[src/design/wepsu_pkg.sv]
// Shared types, codes and constants for the wheel encoder position/speed unit.
`timescale 1ns / 1ps

package wepsu_pkg;

	localparam int COUNT_BITS = 16;
	localparam int ROLL_W     = 4;
	localparam int TOTAL_W    = 21;
	localparam int SPEED_W    = 21;
	localparam int ANGLE_W    = 15;
	localparam int SPAN_W     = 19;
	localparam int PART_W     = 21;
	localparam int PROD_W     = 37;
	localparam int SUM_W      = 25;
	localparam int MAG_W      = 24;
	localparam int RECIP_W    = 25;
	localparam int QPROD_W    = MAG_W + RECIP_W;
	localparam int RECIP_SH   = 34;
	localparam int CFG_IDX_W  = 2;
	localparam int CFG_DATA_W = 19;

	localparam logic [COUNT_BITS-1:0] COUNT_MAX = '1;

	localparam logic [20:0] PART_SCALE = 21'd1525069;
	localparam logic signed [SUM_W-1:0] QUAD_SCALE = 25'sd1525092;
	localparam logic signed [SUM_W-1:0] QUAD_FULL  = 25'sd6100400;
	localparam logic signed [SUM_W-1:0] HALF_TURN  = 25'sd3141590;
	localparam logic signed [SUM_W-1:0] FULL_TURN  = 25'sd6283180;
	// ceil(2^34 / 1000): exact quotient for magnitudes below 2^34/816
	localparam logic [RECIP_W-1:0] RECIP_1000 = 25'd17179870;

	localparam logic signed [ROLL_W-1:0] ROLL_MAX  = 4'sd7;
	localparam logic signed [ROLL_W-1:0] ROLL_MIN  = -4'sd8;
	localparam logic signed [ROLL_W-1:0] ROLL_FULL = 4'sd4;

	localparam logic [SPAN_W-1:0]     RST_WRAP_SPAN = 19'd271000;
	localparam logic [COUNT_BITS-1:0] RST_CW_COUNT  = 16'd8856;
	localparam logic signed [ROLL_W-1:0] RST_CW_WRAPS = 4'sd4;

	typedef enum logic [CFG_IDX_W-1:0] {
		CFG_WRAP_SPAN = 2'd0,
		CFG_CW_COUNT  = 2'd1,
		CFG_CW_WRAPS  = 2'd2
	} cfg_idx_t;

	typedef enum logic [1:0] {
		MODE_ROLLOVER = 2'd0,
		MODE_INDEX    = 2'd1,
		MODE_TICK     = 2'd2,
		MODE_QUERY    = 2'd3
	} mode_t;

	// classified item handed from front to back
	typedef struct packed {
		mode_t                     mode;
		logic [COUNT_BITS-1:0]     pos;
		logic signed [ROLL_W-1:0]  roll;
		logic [COUNT_BITS-1:0]     load;
	} cmd_t;

	typedef struct packed {
		logic [SPEED_W-1:0]    speed;
		logic [ANGLE_W-1:0]    angle;
		logic [COUNT_BITS-1:0] load;
		logic                  load_en;
	} res_t;

	// quarter-turn offset in microradians for a rollover count
	function automatic logic signed [SUM_W-1:0] quad_urad(input logic signed [ROLL_W-1:0] r);
		logic signed [SUM_W-1:0] rx;
		rx = SUM_W'(r);
		if (r >= ROLL_FULL) begin
			return QUAD_FULL;
		end
		return SUM_W'(rx * QUAD_SCALE);
	endfunction

endpackage

[src/design/wepsu_front.sv]
// Front end: accepts items, tracks the rollover count and classifies each item.
`timescale 1ns / 1ps

module wepsu_front import wepsu_pkg::*; (
	input  logic                     clk,
	input  logic                     arst_n,
	input  logic                     accept,
	input  mode_t                    mode,
	input  logic                     count_up,
	input  logic                     direction_ccw,
	input  logic [COUNT_BITS-1:0]    position_count,
	input  logic [COUNT_BITS-1:0]    cw_index_count,
	input  logic signed [ROLL_W-1:0] cw_index_wraps,
	output cmd_t                     cmd
);

	logic signed [ROLL_W-1:0] roll_q;
	logic signed [ROLL_W-1:0] roll_next;

	always_comb begin
		roll_next = roll_q;
		cmd.mode  = mode;
		cmd.pos   = position_count;
		cmd.roll  = roll_q;
		cmd.load  = '0;
		case (mode)
			MODE_ROLLOVER: begin
				if (count_up && roll_q != ROLL_MAX) begin
					roll_next = roll_q + 4'sd1;
				end else if (!count_up && roll_q != ROLL_MIN) begin
					roll_next = roll_q - 4'sd1;
				end
			end
			MODE_INDEX: begin
				if (direction_ccw) begin
					roll_next = '0;
				end else begin
					roll_next = cw_index_wraps;
					cmd.load  = cw_index_count;
				end
			end
			default: begin
			end
		endcase
	end

	always_ff @(posedge clk or negedge arst_n) begin
		if (!arst_n) begin
			roll_q <= '0;
		end else if (accept) begin
			roll_q <= roll_next;
		end
	end

endmodule

[src/design/wepsu_fifo.sv]
// Short queue between front and back ends.
`timescale 1ns / 1ps

module wepsu_fifo import wepsu_pkg::*; #(
	parameter int DEPTH = 4
) (
	input  logic clk,
	input  logic arst_n,
	input  logic push,
	input  cmd_t push_data,
	output logic full,
	input  logic pop,
	output logic valid,
	output cmd_t pop_data
);

	localparam int PTR_W = (DEPTH > 1) ? $clog2(DEPTH) : 1;
	localparam int CNT_W = $clog2(DEPTH + 1);
	localparam logic [PTR_W-1:0] LAST = PTR_W'(DEPTH - 1);

	cmd_t             mem [DEPTH];
	logic [PTR_W-1:0] wr_ptr_q;
	logic [PTR_W-1:0] rd_ptr_q;
	logic [CNT_W-1:0] count_q;

	assign full     = (count_q == CNT_W'(DEPTH));
	assign valid    = (count_q != '0);
	assign pop_data = mem[rd_ptr_q];

	always_ff @(posedge clk) begin
		if (push) begin
			mem[wr_ptr_q] <= push_data;
		end
	end

	always_ff @(posedge clk or negedge arst_n) begin
		if (!arst_n) begin
			wr_ptr_q <= '0;
			rd_ptr_q <= '0;
			count_q  <= '0;
		end else begin
			if (push) begin
				wr_ptr_q <= (wr_ptr_q == LAST) ? '0 : wr_ptr_q + 1'b1;
			end
			if (pop) begin
				rd_ptr_q <= (rd_ptr_q == LAST) ? '0 : rd_ptr_q + 1'b1;
			end
			if (push && !pop) begin
				count_q <= count_q + 1'b1;
			end else if (pop && !push) begin
				count_q <= count_q - 1'b1;
			end
		end
	end

endmodule

[src/design/wepsu_back.sv]
// Back end: pipelined speed and angle arithmetic with the output register.
`timescale 1ns / 1ps

module wepsu_back import wepsu_pkg::*; (
	input  logic              clk,
	input  logic              arst_n,
	input  logic              in_valid,
	output logic              in_ready,
	input  cmd_t              in_cmd,
	input  logic [SPAN_W-1:0] wrap_span,
	output logic              out_valid,
	input  logic              out_ready,
	output res_t              out_res
);

	logic valid_s1, valid_s2, valid_s3, valid_s4, valid_s5, out_valid_q;
	logic adv1, adv2, adv3, adv4, adv5, adv_out;

	mode_t mode_s1, mode_s2, mode_s3, mode_s4, mode_s5;
	logic [COUNT_BITS-1:0] load_s1, load_s2, load_s3, load_s4, load_s5;

	logic [TOTAL_W-1:0]       total_s1;
	logic [PROD_W-1:0]        prod_s1;
	logic signed [SUM_W-1:0]  quad_s1;
	logic signed [TOTAL_W:0]  diff_s2;
	logic [PART_W-1:0]        part_s2;
	logic signed [SUM_W-1:0]  quad_s2;
	logic [SPEED_W-1:0]       speed_s3, speed_s4, speed_s5;
	logic signed [SUM_W-1:0]  sum_s3;
	logic                     neg_s4, neg_s5;
	logic [MAG_W-1:0]         mag_s4;
	logic [QPROD_W-1:0]       qprod_s5;
	logic [TOTAL_W-1:0]       last_total_q;
	res_t                     res_q;

	// stage 1 logic
	logic signed [TOTAL_W-1:0] roll_x;
	logic [TOTAL_W-1:0]        total_d;
	// stage 2 logic
	logic [PART_W-1:0]         div_a;
	logic [PART_W:0]           div_ab;
	logic [5:0]                div_c;
	logic [COUNT_BITS:0]       div_cd;
	logic [PART_W:0]           part_d;
	// stage 3 logic
	logic signed [TOTAL_W:0]   half_x, span_x, speed_d;
	logic signed [SUM_W-1:0]   sum_d;
	// output logic
	logic [ANGLE_W-1:0]        quo;

	assign adv_out  = !out_valid_q || out_ready;
	assign adv5     = !valid_s5 || adv_out;
	assign adv4     = !valid_s4 || adv5;
	assign adv3     = !valid_s3 || adv4;
	assign adv2     = !valid_s2 || adv3;
	assign adv1     = !valid_s1 || adv2;
	assign in_ready = adv1;

	assign out_valid = out_valid_q;
	assign out_res   = res_q;

	// total = pos + 65535 * roll, kept to 21 bits
	always_comb begin
		roll_x  = TOTAL_W'(in_cmd.roll);
		total_d = TOTAL_W'(in_cmd.pos) + {roll_x[TOTAL_W-COUNT_BITS-1:0], {COUNT_BITS{1'b0}}}
			- roll_x;
	end

	// floor(x / 65535): x = 65535*a + (a + b), folded once more
	always_comb begin
		div_a  = prod_s1[PROD_W-1:COUNT_BITS];
		div_ab = (PART_W + 1)'(div_a) + (PART_W + 1)'(prod_s1[COUNT_BITS-1:0]);
		div_c  = div_ab[PART_W:COUNT_BITS];
		div_cd = (COUNT_BITS + 1)'(div_c) + (COUNT_BITS + 1)'(div_ab[COUNT_BITS-1:0]);
		part_d = (PART_W + 1)'(div_a) + (PART_W + 1)'(div_c)
			+ (PART_W + 1)'(div_cd >= (COUNT_BITS + 1)'(COUNT_MAX));
	end

	// single wrap correction on the speed, angle sum above a half turn less one full turn
	always_comb begin
		span_x  = (TOTAL_W + 1)'(wrap_span);
		half_x  = (TOTAL_W + 1)'(wrap_span[SPAN_W-1:1]);
		speed_d = diff_s2;
		if (!diff_s2[TOTAL_W]) begin
			if (diff_s2 >= half_x) begin
				speed_d = diff_s2 - span_x;
			end
		end else if (diff_s2 < -half_x) begin
			speed_d = diff_s2 + span_x;
		end
		sum_d = SUM_W'(part_s2) + quad_s2;
		if (sum_d > HALF_TURN) begin
			sum_d = sum_d - FULL_TURN;
		end
	end

	assign quo = ANGLE_W'(qprod_s5[QPROD_W-1:RECIP_SH]);

	always_ff @(posedge clk or negedge arst_n) begin
		if (!arst_n) begin
			valid_s1     <= 1'b0;
			valid_s2     <= 1'b0;
			valid_s3     <= 1'b0;
			valid_s4     <= 1'b0;
			valid_s5     <= 1'b0;
			out_valid_q  <= 1'b0;
			last_total_q <= '0;
		end else begin
			if (adv1) valid_s1 <= in_valid;
			if (adv2) valid_s2 <= valid_s1;
			if (adv3) valid_s3 <= valid_s2;
			if (adv4) valid_s4 <= valid_s3;
			if (adv5) valid_s5 <= valid_s4;
			if (adv_out) out_valid_q <= valid_s5;
			if (adv2 && valid_s1 && mode_s1 == MODE_TICK) begin
				last_total_q <= total_s1;
			end
		end
	end

	always_ff @(posedge clk) begin
		if (adv1) begin
			mode_s1  <= in_cmd.mode;
			load_s1  <= in_cmd.load;
			total_s1 <= total_d;
			prod_s1  <= PROD_W'(in_cmd.pos) * PROD_W'(PART_SCALE);
			quad_s1  <= quad_urad(in_cmd.roll);
		end
		if (adv2) begin
			mode_s2 <= mode_s1;
			load_s2 <= load_s1;
			diff_s2 <= {total_s1[TOTAL_W-1], total_s1}
				- {last_total_q[TOTAL_W-1], last_total_q};
			part_s2 <= part_d[PART_W-1:0];
			quad_s2 <= quad_s1;
		end
		if (adv3) begin
			mode_s3  <= mode_s2;
			load_s3  <= load_s2;
			speed_s3 <= speed_d[SPEED_W-1:0];
			sum_s3   <= sum_d;
		end
		if (adv4) begin
			mode_s4  <= mode_s3;
			load_s4  <= load_s3;
			speed_s4 <= speed_s3;
			neg_s4   <= sum_s3[SUM_W-1];
			mag_s4   <= sum_s3[SUM_W-1] ? MAG_W'(-sum_s3) : MAG_W'(sum_s3);
		end
		if (adv5) begin
			mode_s5  <= mode_s4;
			load_s5  <= load_s4;
			speed_s5 <= speed_s4;
			neg_s5   <= neg_s4;
			qprod_s5 <= QPROD_W'(mag_s4) * QPROD_W'(RECIP_1000);
		end
		if (adv_out) begin
			res_q.speed   <= (mode_s5 == MODE_TICK) ? speed_s5 : '0;
			res_q.angle   <= (mode_s5 != MODE_QUERY) ? '0 : (neg_s5 ? -quo : quo);
			res_q.load    <= (mode_s5 == MODE_INDEX) ? load_s5 : '0;
			res_q.load_en <= (mode_s5 == MODE_INDEX);
		end
	end

endmodule

[src/design/wheel_encoder_position_speed_unit.sv]
// Path: an accepted item passes the queue, back stages s1 to s5 and the output register.
// Throughput: one item per cycle while m_axis_tready is high; the back pipeline and
// the queue between front and back keep that rate. Under an output stall the queue and
// the six back registers hold FIFO_DEPTH + 6 items before tready drops.
// Reset (arst_n low, asynchronous): rollover count and last total cleared, queue and
// pipeline emptied, config registers back to wrap span 271000, preset 8856 and 4 wraps.
`timescale 1ns / 1ps

module wheel_encoder_position_speed_unit import wepsu_pkg::*; #(
	parameter int FIFO_DEPTH = 4
) (
	input  logic                  clk,
	input  logic                  arst_n,
	input  logic                  s_axis_tvalid,
	output logic                  s_axis_tready,
	// [0] count_up, [1] direction_ccw, [17:2] position_count, [23:18] zero
	input  logic [23:0]           s_axis_tdata,
	// [1:0] mode
	input  logic [1:0]            s_axis_tuser,
	output logic                  m_axis_tvalid,
	input  logic                  m_axis_tready,
	// [20:0] speed_counts, [35:21] angle_mrad, [51:36] counter_load, [55:52] zero
	output logic [55:0]           m_axis_tdata,
	// [0] load_enable
	output logic                  m_axis_tuser,
	input  logic                  wr_en,
	input  logic [CFG_IDX_W-1:0]  wr_index,
	input  logic [CFG_DATA_W-1:0] wr_data
);

	logic [SPAN_W-1:0]        wrap_span_q;
	logic [COUNT_BITS-1:0]    cw_count_q;
	logic signed [ROLL_W-1:0] cw_wraps_q;

	logic accept, fifo_full, fifo_valid, fifo_pop;
	cmd_t front_cmd, fifo_cmd;
	res_t res;

	always_ff @(posedge clk or negedge arst_n) begin
		if (!arst_n) begin
			wrap_span_q <= RST_WRAP_SPAN;
			cw_count_q  <= RST_CW_COUNT;
			cw_wraps_q  <= RST_CW_WRAPS;
		end else if (wr_en) begin
			case (cfg_idx_t'(wr_index))
				CFG_WRAP_SPAN: wrap_span_q <= wr_data[SPAN_W-1:0];
				CFG_CW_COUNT:  cw_count_q  <= wr_data[COUNT_BITS-1:0];
				CFG_CW_WRAPS:  cw_wraps_q  <= wr_data[ROLL_W-1:0];
				default: begin
				end
			endcase
		end
	end

	assign s_axis_tready = !fifo_full;
	assign accept        = s_axis_tvalid && s_axis_tready;

	wepsu_front u_front (
		.clk            (clk),
		.arst_n         (arst_n),
		.accept         (accept),
		.mode           (mode_t'(s_axis_tuser)),
		.count_up       (s_axis_tdata[0]),
		.direction_ccw  (s_axis_tdata[1]),
		.position_count (s_axis_tdata[17:2]),
		.cw_index_count (cw_count_q),
		.cw_index_wraps (cw_wraps_q),
		.cmd            (front_cmd)
	);

	wepsu_fifo #(
		.DEPTH (FIFO_DEPTH)
	) u_fifo (
		.clk       (clk),
		.arst_n    (arst_n),
		.push      (accept),
		.push_data (front_cmd),
		.full      (fifo_full),
		.pop       (fifo_pop),
		.valid     (fifo_valid),
		.pop_data  (fifo_cmd)
	);

	logic back_ready;

	assign fifo_pop = fifo_valid && back_ready;

	wepsu_back u_back (
		.clk       (clk),
		.arst_n    (arst_n),
		.in_valid  (fifo_valid),
		.in_ready  (back_ready),
		.in_cmd    (fifo_cmd),
		.wrap_span (wrap_span_q),
		.out_valid (m_axis_tvalid),
		.out_ready (m_axis_tready),
		.out_res   (res)
	);

	assign m_axis_tdata = {4'b0, res.load, res.angle, res.speed};
	assign m_axis_tuser = res.load_en;

endmodule
[config.mk]
export PLATFORM = sky130hd
export DESIGN_NAME = wheel_encoder_position_speed_unit
export DESIGN_NICKNAME = d
export VERILOG_FILES = /design/src/design/wepsu_pkg.sv /design/src/design/wepsu_front.sv /design/src/design/wepsu_fifo.sv /design/src/design/wepsu_back.sv /design/src/design/wheel_encoder_position_speed_unit.sv
export SDC_FILE = /design/constraint.sdc
export NUM_CORES = 2
export LEC_CHECK = 0
export BUFFER_PORTS_ARGS = -buffer_cell sky130_fd_sc_hd__buf_2
export CAP_MARGIN = 20
export CORE_ASPECT_RATIO = 0.5
export CORE_MARGIN = 2
export CORE_UTILIZATION = 45
export CTS_CLUSTER_DIAMETER = 80
export DETAILED_ROUTE_END_ITERATION = 8
export PLACE_DENSITY = 0.6
export SLEW_MARGIN = 20
export SYNTH_ARGS = -nofsm -noshare
export SYNTH_HDL_FRONTEND = slang
export SYNTH_SLANG_ARGS = --single-unit
[constraint.sdc]
create_clock -name clk -period 9.5 [get_ports clk]
set_clock_uncertainty 0.05 [all_clocks]
set_input_delay 1.425 -clock clk [delete_from_list [all_inputs] [get_ports clk]]
set_output_delay 1.425 -clock clk [all_outputs]
set_load 0.05 [all_outputs]
==> metrics.log <==
[metrics] outcome: complete, no violations
[metrics] clock sink count: around 650
[metrics] Unique masters post-synth: 85
[metrics] I/O Buffers: 100
[metrics] global-route usage over all layers: about a fifth
[metrics] critical-path maximum fanout: 5
[metrics] count of flip-flops with a built-in enable after synthesis: roughly 570
[metrics] vertical die dimension: 231 microns
[metrics] global-route congestion overflow total: 0
[metrics] placeable core region: between 100000 and 150000 sq um
[metrics] fraction of layout instances using a drive strength above 1: 8.66%
[metrics] critical path launch point type: flop
[metrics] detail-routed via count per cell: about 5.3
[metrics] final cell count without fillers: between 5000 and 6000
[metrics] relative area change from synthesis to final layout: 9.50%
[metrics] I/O pins: between 100 and 150
[metrics] average wire per standard cell: around 18 microns
[metrics] total count of hold-check failures in the final report: 0
[metrics] number of pins exceeding their max-slew limit in the final report: 0
[metrics] Register Area: about 19000 sq um
[metrics] Detail Route Antenna Nets: 0
[metrics] share of the clock period used by the worst path: slightly above 90%
[metrics] top area cells in the synthesized netlist: edfxtp_1 37%, ha_1 17%, fa_1 13%, inv_1 4.4%, dfrtp_1 3.5%
[metrics] worst hold slack: 352 ps
[metrics] required time at the endpoint of the critical path: 9840 ps
[metrics] floorplan die width: 458 microns
[metrics] area post-placement: between 40000 and 50000 sq um
[metrics] slew at the pin with the worst max-slew slack: 961 ps
[metrics] top post-synthesis cells by count: 622 x ha_1, 571 x edfxtp_1, 545 x inv_1, 295 x fa_1, 185 x nand2_1
[metrics] first-pass GRT wire length: about 160 mm
[metrics] cell row count: between 80 and 90
[metrics] layout filler cell count: a little over 9000
[metrics] final instance area: slightly above 50000 sq um
[metrics] largest stage delay on the critical path: 460 ps
[metrics] number of H-tree levels: 3
[metrics] vias: about 29000
[metrics] number of setup violations in the final report: 0
[metrics] effective utilization at floorplan: 45.3%
[metrics] clock tree from TritonCTS: yes
[metrics] flip-flop cell with the highest count after synthesis: edfxtp_1
[metrics] Final min period: ~8700 ps
[metrics] cell accounting for the most synthesized area: edfxtp_1
[metrics] cells after synthesis: around 3900
[metrics] maximum number of pins on one net before global-route repair: 85
[metrics] cell with the most instances after synthesis: ha_1
[metrics] post-synthesis cell area: between 40000 and 50000 sq um
[metrics] drt drc: 0
[metrics] clock latency at the later pin of the worst-skew pair: 650 ps
[metrics] upper clock frequency limit: ~0.12 GHz
[metrics] via count of the first global-routing pass: ~29000
[metrics] maximum capacitance violations: 0
[metrics] First-pass DRT Iterations: 7
[metrics] detailed-route wire length: roughly 100 mm
[metrics] root buffer cell: clkbuf_16
[metrics] setup slack on the worst flop-to-flop path: roughly 840 ps
[metrics] clock-pin slew reported for the worst setup and hold paths after clock tree synthesis: roughly 60 ps
[metrics] Syn. warnings: 0
[metrics] cell at the slowest stage of the critical path: or4_1
[metrics] Post-CTS Hold Fix Bufs: 0
[metrics] number of synthesized register bits: approximately 650
[metrics] clock tree buffer depth: 3
[metrics] Final GP Congestion: 0.852
[metrics] antenna violations before repair: 6
[metrics] Avg Synthesized Cell Area: between 10 and 15 sq um
[metrics] Worst EP arrival: approximately 9000 ps
[metrics] die outline area: between 100000 and 150000 sq um
[metrics] Final nets: 4969
[metrics] CP dominant cell by count: o21ai_0
[metrics] number of buffers added by the clock tree synthesis step: 67
[metrics] tightest slew margin relative to the limit: 35.7%
[metrics] total negative slack: 0 ps
[metrics] multi-input combinational cell area: around 25000 sq um
[metrics] setup repair after global routing missed its margin: false
[metrics] share of flip-flops with an asynchronous set or reset after synthesis: 11.9%
[metrics] kind of end point of the critical path: flop
[metrics] area share of the largest cell type after synthesis: a little under two fifths
[metrics] startpoint-to-endpoint class of the critical path: reg -> reg
[metrics] number of cells after detailed placement: roughly 5300
[metrics] detailed placer's ending HPWL: about 76 mm
[metrics] type of the worst min-delay path: reg -> reg
[metrics] register area share after synthesis: between 40% and 50%
[metrics] number of DRC markers in iteration 0: 1675
-- registers in the layout, summed over array words and instances (netlist names), 4 cells and up --
name / count
u_fifo.mem: 152
u_back.out_res: 53
u_back.prod_s1: 37
u_back.sum_s3: 25
u_back.mag_s4: 24
u_back.quad_s1: 23
u_back.quad_s2: 23
u_back.diff_s2: 22
u_back.last_total_q: 21
u_back.part_s2: 21
u_back.speed_s3: 21
u_back.speed_s4: 21
u_back.speed_s5: 21
u_back.total_s1: 21
wrap_span_q: 19
cw_count_q: 16
u_back.load_s1: 16
u_back.load_s2: 16
u_back.load_s3: 16
u_back.load_s4: 16
u_back.load_s5: 16
u_back.qprod_s5: 15
cw_wraps_q: 4
u_front.roll_q: 4
-- layer usage --
layer | up-vias | global-route usage (%) | routed length, microns
met1 | 14000 | 26.5 | 46500
met3 | 139 | 3.34 | 3880
met2 | 433 | 31.5 | 45900
met4 | 4 | 5.11 | 2440
li1 | 13900 | - | -
met5 | - | 0 | 26
-- worst paths after layout --
| kind | start | to | cells past startpoint |
|---|---|---|---|
| hold reg to reg | u_back.load_s3[6]$_DFFE_PP_ | u_back.load_s4[6]$_DFFE_PP_ | 0 |
| setup reg to reg | u_back.prod_s1[16]$_DFFE_PN_ | u_back.part_s2[20]$_DFFE_PP_ | 38 |
| hold / removal | u_back.load_s3[6]$_DFFE_PP_ | u_back.load_s4[6]$_DFFE_PP_ | 0 |
| setup / recovery | u_back.prod_s1[16]$_DFFE_PN_ | u_back.part_s2[20]$_DFFE_PP_ | 38 |
| max in group asynchronous | arst_n | u_fifo.rd_ptr_q[0]$_DFFE_PN0P_ | 2 |
| min in group asynchronous | arst_n | wrap_span_q[1]$_DFFE_PN0P_ | 1 |
-- critical path, delay by kind of cell, from the launching register on --
| kind | cells | cell delay (ps) |
|---|---|---|
| compound gates | 14 | 2480 |
| simple gates | 11 | 2600 |
| flops | 1 | 380 |
| fa+ha+maj | 7 | 2250 |
| xor+xnor | 2 | 390 |
| buf+inv | 4 | 250 |
-- what timing repair did --
| item | CTS | global route |
|---|---|---|
| setup endpoints to repair | 0 | 3 |
| endpoints found under the hold margin | 0 | 0 |
| buffers inserted | 0 | 0 |
| resized for setup | 0 | 2 |
-- placed cells by master, fill, tap and decap left out, types with 13 or more instances in the layout --
| cell | count |
|---|---|
| ha_1 | 622 |
| edfxtp_1 | 571 |
| inv_1 | 542 |
| fa_1 | 295 |
| nand2_1 | 182 |
| a21oi_1 | 171 |
| xnor2_1 | 164 |
| nor2_1 | 161 |
| o21ai_0 | 150 |
| buf_2 | 99 |
| a21o_1 | 79 |
| xor2_1 | 78 |
| clkbuf_16 | 68 |
| dfrtp_1 | 64 |
| and2_1 | 63 |
| nand3_1 | 59 |
| nor3_1 | 48 |
| nand2b_1 | 43 |
| mux4_2 | 38 |
| nor2b_1 | 31 |
| a211oi_1 | 28 |
| mux2_2 | 27 |
| o31ai_1 | 25 |
| buf_4 | 25 |
| nand4_1 | 24 |
| and3_1 | 22 |
| or3_1 | 21 |
| o21a_1 | 20 |
| o21bai_1 | 19 |
| clkbuf_1 | 19 |
| a31oi_1 | 16 |
| o211ai_1 | 15 |
| mux2i_1 | 15 |
| or2_2 | 13 |
| nor4_1 | 13 |
-- stage by stage --
stage | utilization (%) | worst slack (ps)
3_5_place_dp | 47.4 | 630
6_report | 49.6 | 838
5_1_grt | 49.6 | 87.6
3_3_place_gp | 47.4 | 642
4_1_cts | 49.6 | 579
2_1_floorplan | - | 1710
-- cells by family after synthesis --
| kind of cell | share of synthesized area (%) |
|---|---|
| AO/OA/AOI/OAI | 8.83 |
| adder cells (fa/ha/maj) | 29.5 |
| multiplexers | 2.82 |
| AND/OR/NAND/NOR | 7.94 |
| other | 0.00809 |
| XOR/XNOR | 4.61 |
| flip-flops | 41.2 |
| buffers and inverters | 5.09 |
-- cell type report --
cell class,count,share of cell area [%]
multi-input combinational,2613,49.2
sequential,648,37.6
inverter,545,4.03
clock buffer,90,3.57
tap,1360,3.35
timing repair buffer,125,1.37
clock inverter,34,0.870
antenna,3,0.0148
Power is not shown: default switching activity piles up to over one toggle a cycle in this logic, so the estimate is an artifact.
